**src/voxel_chunk_face_culler_top_defines.svh**
```systemverilog
// Assertion macros shared by the face culler RTL.
// No dependencies; taken in by the controller and the datapath.
`ifndef VOXEL_CHUNK_FACE_CULLER_TOP_DEFINES_SVH
`define VOXEL_CHUNK_FACE_CULLER_TOP_DEFINES_SVH

`ifndef SYNTH
// same-cycle implication, sampled on clk, off during rst
`define VCF_ASSERT_NOW(lbl, ante, cons, msg) \
  lbl: assert property (@(posedge clk) disable iff (rst) (ante) |-> (cons)) \
    else $error(msg);
// next-cycle implication
`define VCF_ASSERT_NEXT(lbl, ante, cons, msg) \
  lbl: assert property (@(posedge clk) disable iff (rst) (ante) |=> (cons)) \
    else $error(msg);
`else
`define VCF_ASSERT_NOW(lbl, ante, cons, msg)
`define VCF_ASSERT_NEXT(lbl, ante, cons, msg)
`endif

`endif

```
**src/vcf_pkg.sv**
```systemverilog
// Shared types and constants of the voxel face culler.
// No dependencies; used by the controller, datapath and top level.
package vcf_pkg;

  localparam int COUNT_W  = 15;
  localparam int NUM_DIRS = 6;

  // input actions
  typedef enum logic [1:0] {
    ACT_READ  = 2'd0,
    ACT_WRITE = 2'd1,
    ACT_MESH  = 2'd2,
    ACT_NOP   = 2'd3
  } vcf_action_t;

  // result kinds
  typedef enum logic [1:0] {
    KIND_READ = 2'd0,
    KIND_ACK  = 2'd1,
    KIND_FACE = 2'd2,
    KIND_NONE = 2'd3
  } vcf_kind_t;

  // face directions
  localparam logic [2:0] DIR_YP = 3'd0;
  localparam logic [2:0] DIR_YN = 3'd1;
  localparam logic [2:0] DIR_XP = 3'd2;
  localparam logic [2:0] DIR_XN = 3'd3;
  localparam logic [2:0] DIR_ZP = 3'd4;
  localparam logic [2:0] DIR_ZN = 3'd5;

  // fetch slots: centre voxel, then one per direction
  localparam logic [2:0] SLOT_CENTRE = 3'd0;
  localparam logic [2:0] SLOT_YP     = 3'd1;
  localparam logic [2:0] SLOT_YN     = 3'd2;
  localparam logic [2:0] SLOT_XP     = 3'd3;
  localparam logic [2:0] SLOT_XN     = 3'd4;
  localparam logic [2:0] SLOT_ZP     = 3'd5;
  localparam logic [2:0] SLOT_ZN     = 3'd6;

  typedef enum logic [2:0] {
    ST_CLEAR,
    ST_IDLE,
    ST_READ,
    ST_READ_OUT,
    ST_WRITE,
    ST_FETCH,
    ST_EVAL,
    ST_EMIT
  } vcf_state_t;

  // controller to datapath
  typedef struct packed {
    logic clear_step;
    logic capture;
    logic do_read;
    logic out_read;
    logic do_write;
    logic fetch;
    logic fetch_tail;
    logic emit;
  } vcf_cmd_t;

  // datapath to controller
  typedef struct packed {
    logic clear_done;
    logic fetch_done;
    logic emit_last;
  } vcf_status_t;

endpackage

```
**src/vcf_controller.sv**
```systemverilog
// Sequencing state machine of the voxel face culler.
// Depends on vcf_pkg and the assertion macro header.
`include "voxel_chunk_face_culler_top_defines.svh"

module vcf_controller (
  input  logic                 clk,
  input  logic                 rst,
  input  logic                 start,
  input  logic [1:0]           action,
  input  vcf_pkg::vcf_status_t status,
  output vcf_pkg::vcf_cmd_t    cmd,
  output logic                 busy
);
  import vcf_pkg::*;

  vcf_state_t state;
  vcf_state_t state_next;

  // state register
  always_ff @(posedge clk) begin
    if (rst) begin
      state <= ST_CLEAR;
    end else begin
      state <= state_next;
    end
  end

  // next state
  always_comb begin
    state_next = state;
    unique case (state)
      ST_CLEAR: begin
        if (status.clear_done) state_next = ST_IDLE;
      end
      ST_IDLE: begin
        if (start) begin
          unique case (action)
            ACT_READ:  state_next = ST_READ;
            ACT_WRITE: state_next = ST_WRITE;
            ACT_MESH:  state_next = ST_FETCH;
            default:   state_next = ST_IDLE;
          endcase
        end
      end
      ST_READ:     state_next = ST_READ_OUT;
      ST_READ_OUT: state_next = ST_IDLE;
      ST_WRITE:    state_next = ST_IDLE;
      ST_FETCH: begin
        if (status.fetch_done) state_next = ST_EVAL;
      end
      ST_EVAL:     state_next = ST_EMIT;
      ST_EMIT: begin
        if (status.emit_last) state_next = ST_IDLE;
      end
      default:     state_next = ST_CLEAR;
    endcase
  end

  // commands
  always_comb begin
    cmd  = '0;
    busy = 1'b1;
    unique case (state)
      ST_CLEAR:    cmd.clear_step = 1'b1;
      ST_IDLE: begin
        busy        = 1'b0;
        cmd.capture = start;
      end
      ST_READ:     cmd.do_read    = 1'b1;
      ST_READ_OUT: cmd.out_read   = 1'b1;
      ST_WRITE:    cmd.do_write   = 1'b1;
      ST_FETCH:    cmd.fetch      = 1'b1;
      ST_EVAL:     cmd.fetch_tail = 1'b1;
      ST_EMIT:     cmd.emit       = 1'b1;
      default:     cmd            = '0;
    endcase
  end

  // faces only follow a completed neighbour fetch
  `VCF_ASSERT_NOW(a_emit_after_eval, state == ST_EMIT, $past(state) == ST_EVAL || $past(state) == ST_EMIT, "emit entered without fetch")
  // the clearing pass only ever leaves to idle
  `VCF_ASSERT_NEXT(a_clear_exit, state == ST_CLEAR, state == ST_CLEAR || state == ST_IDLE, "bad exit from clearing pass")

endmodule

```
**config.mk**
```make
export PLATFORM = sky130hd
export DESIGN_NAME = vcf_controller
export DESIGN_NICKNAME = d
export VERILOG_FILES = /design/src/vcf_pkg.sv /design/src/vcf_controller.sv
export VERILOG_INCLUDE_DIRS = /design/src /design/src/src
export SDC_FILE = /design/constraint.sdc
export NUM_CORES = 1
export LEC_CHECK = 0
export BUFFER_PORTS_ARGS = -buffer_cell sky130_fd_sc_hd__buf_2
export CORE_AREA = 2 2 39 41
export CTS_BUF_LIST = sky130_fd_sc_hd__clkbuf_16
export DETAILED_ROUTE_END_ITERATION = 12
export DIE_AREA = 0 0 41 43
export GPL_TIMING_DRIVEN = 0
export SLEW_MARGIN = 10
export SYNTH_ARGS = -nofsm -noshare
export SYNTH_HDL_FRONTEND = slang
export SYNTH_SLANG_ARGS = --single-unit
```
**constraint.sdc**
```tcl
create_clock -name clk -period 3.7 [get_ports clk]
set_input_delay 0.37 -clock clk [delete_from_list [all_inputs] [get_ports clk]]
set_output_delay 0.37 -clock clk [all_outputs]
set_load 0.005 [all_outputs]
```
==> metrics.md <==
| Metric | Value |
|---|---|
| Crit-path max FO | `10` |
| Starting Density | `22.9%` |
| YS warnings | `0` |
| Syn nets | `51` |
| CP Cell Sequence | `clkbuf_1 > nor2_1 > and3_1 > buf_2` |
| Fin. max-slew vios | `0` |
| Critical Path Source | `state[2]` |
| Cells after Synth | `40` |
| Antenna Nets Post-Route | `0` |
| Max-cap violation count | `0` |
| Critical R2R Capture | `state[2]` |
| Critical Path Stages | `4` |
| Worst setup margin | `2.00 ns` |
| CP max-delay cell | `dfxtp_1` |
| GRT overflow | `0` |
| Xor and xnor area share after synthesis | `0%` |
| Iteration-0 DRC count of the detailed router | `1` |
| Distinct cells, synth | `27` |
| Initial antenna violation count | `0` |
| Post-cts resize count | `0` |
| Area grow syn2layout | `56.5%` |
| FP Rows | `14` |
| Die Y | `43 um` |
| Reg2reg start | `state[1]` |
| Asr flop ratio synth | `0%` |
| Clock Skew | `0.00188 ns` |
| Minimum clock period | `1.70 ns` |
| RSZ-0062 raised after global routing | `false` |
| Total CTS buffers | `3` |
| Wire length per cell | `9.46 um` |
| First-pass GRT wire length | `1150 um` |
| CTS tree | `built` |
| Total number of vias | `352` |
| Largest registers | `state x3` |
| Die width | `41 um` |
| Detailed placement HPWL | `577 um` |
| Avg Cell Area, Syn | `7.91 sq um` |
| Max rail drop VDD | `245 uV` |
| Post-synthesis simple-gate area fraction | `40.3%` |
| Clk buf depth | `2` |
| Max reg flops | `3` |
| DP Worst Slack | `2.22 ns` |
| Placed Instances | `72` |
| Most frequent cells in the layout | `18 x buf_2, 5 x inv_1` |
| Final setup TNS | `0 ns` |
| Period Utilization, post-route | `46.1%` |
| Status | `finished clean` |
| Crit Path Class | `reg -> out` |
| Post-DP Area | `417 sq um` |
| Top-Level Pins | `17` |
| Routability cong. | `0.678` |
| Register bit total from synthesis | `3` |
| Register area share after synthesis | `19.0%` |
| EDFF count, synth | `0` |
| Mux contribution to synthesized area | `3.16%` |
| Worst path buffer plus inverter count | `2` |
| Final wirelength | `719 um` |
| Total GRT Usage | `9.93%` |
| Share of layout cells above drive strength 1 | `40.0%` |
| Leak Pwr | `0.277 nW` |
| Die Area | `1760 sq um` |
| Critical path required time | `3.33 ns` |
| Slew margin rel. | `73.2%` |
| Post-route DRC | `0` |
| Core Region | `1380 sq um` |
| Final nets | `72` |
| Final antenna diode count | `0` |
| Worst-case reg-to-reg path depth | `4` |
| Vias per cell | `4.63` |
| Drt pass-1 iters | `3` |
| Fmax | `0.587 GHz` |
| Crit path max-delay family | `buffers and inverters` |
| Total power per unit cell area | `501 nW/um^2` |
| Largest family of logic cells by synthesized area | `simple AND/OR/NAND/NOR gates` |
| Final Setup Violations | `0` |
| Number of setup buffers added after CTS | `0` |
| Port buffer count | `16` |
| CTS Root Cell | `clkbuf_16` |
| Reg with most FFs | `state` |
| Leading register cell type out of synthesis | `dfxtp_1` |
| CP Capture Type | `output port` |
| Fin cells | `76` |
| HP Class | `in -> reg` |
| CTS hold repair buffers | `0` |
| Tot Pwr | `0.248 mW` |
| Worst-margin pin slew | `0.398 ns` |
| # clock sinks | `3` |
| Clock Latency Late Sink | `0.22 ns` |
| Commonest non-fill, non-tap cell in the layout | `buf_2` |
| R2r setup slk | `2.36 ns` |
| Final hold violation count | `0` |
| Synth Area in Adders | `11.9%` |
| Startpoint Class | `register` |
| H-Tree Depth | `1` |
| Largest net degree at the start of global routing | `11` |
| Vias in the first global route | `328` |
| Critical path arrival | `1.33 ns` |
| CP peak stage delay | `0.42 ns` |
| CP Capture Point | `cmd[6]` |
| Design area | `495 sq um` |
| Clk slew on worst S/H paths | `0.03 ns` |
| Synth Area in Compound Gates | `16.6%` |
| Synth Cell Area | `317 sq um` |
==> synth_stat cells, types with 2 or more instances <==
cell	instances	area (sq um)
inv_1	4	15.0
nor3b_1	2	15.0
nand2_1	2	7.51
nor2_1	3	11.3
ha_1	3	37.5
buf_2	2	10.0
o21a_1	2	15.0
dfxtp_1	3	60.1
==> through the flow <==
step,utilization [%],hold WS (ns)
6_report,35.8,0.437
5_1_grt,35.8,0.452
4_1_cts,35.8,0.430
3_5_place_dp,30.1,0.662
3_3_place_gp,30.1,0.659
2_1_floorplan,-,0.525
==> worst reg2reg max path: stages, from the launching register on <==
cell and delay, ns:
dfxtp_1 0.30, buf_2 0.16, nor4_1 0.42, a2111oi_0 0.13
o211a_1 0.22
==> report_power, final <==
part / internal (mW) / total, mW / switching [mW]
clock: 0.139 / 0.169 / 0.0301
combinational: 0.0202 / 0.0401 / 0.0199
sequential: 0.0355 / 0.0386 / 0.00306
==> cells by family (layout without fill, tap and decap cells) <==
| kind of cell | count (synthesis) | after routing |
|---|---|---|
| and+or+nand+nor | 19 | 19 |
| AOI/OAI and AO/OA | 7 | 7 |
| buffers and inverters | 7 | 27 |
| adders and majority gates | 3 | 3 |
| DFF | 3 | 3 |
| muxes | 1 | 1 |
==> layout make-up <==
type | count | area [sq um]
Multi-Input combinational cell | 30 | 228
Buffer | 3 | 13.8
Clock buffer | 3 | 75.1
Timing Repair Buffer | 16 | 80.1
Sequential cell | 3 | 60.1
Clock inverter | 1 | 3.75
Inverter | 4 | 15.0
Fill cell | 162 | 888
Tap cell | 16 | 20.0
==> metal layers <==
layer  vias up  share of wire, %  global-route usage, %
li1        181                 -                      -
met1       153                37                   8.01
met2        14                51                   16.6
met3         4               9.3                   3.14
met4         0               3.1                   10.0
met5         -                 0                      0
==> how the worst min path moves through the flow <==
stage,slack [ns],cells after the start,to,start
2_1_floorplan,0.52,2,state[1],rst
3_3_place_gp,0.66,3,state[0],state[0]
3_5_place_dp,0.66,3,state[2],rst
4_1_cts,0.43,3,state[2],rst
5_1_grt,0.45,3,state[2],rst
6_report,0.44,3,state[2],rst
Power figures use the tool's default switching activity.
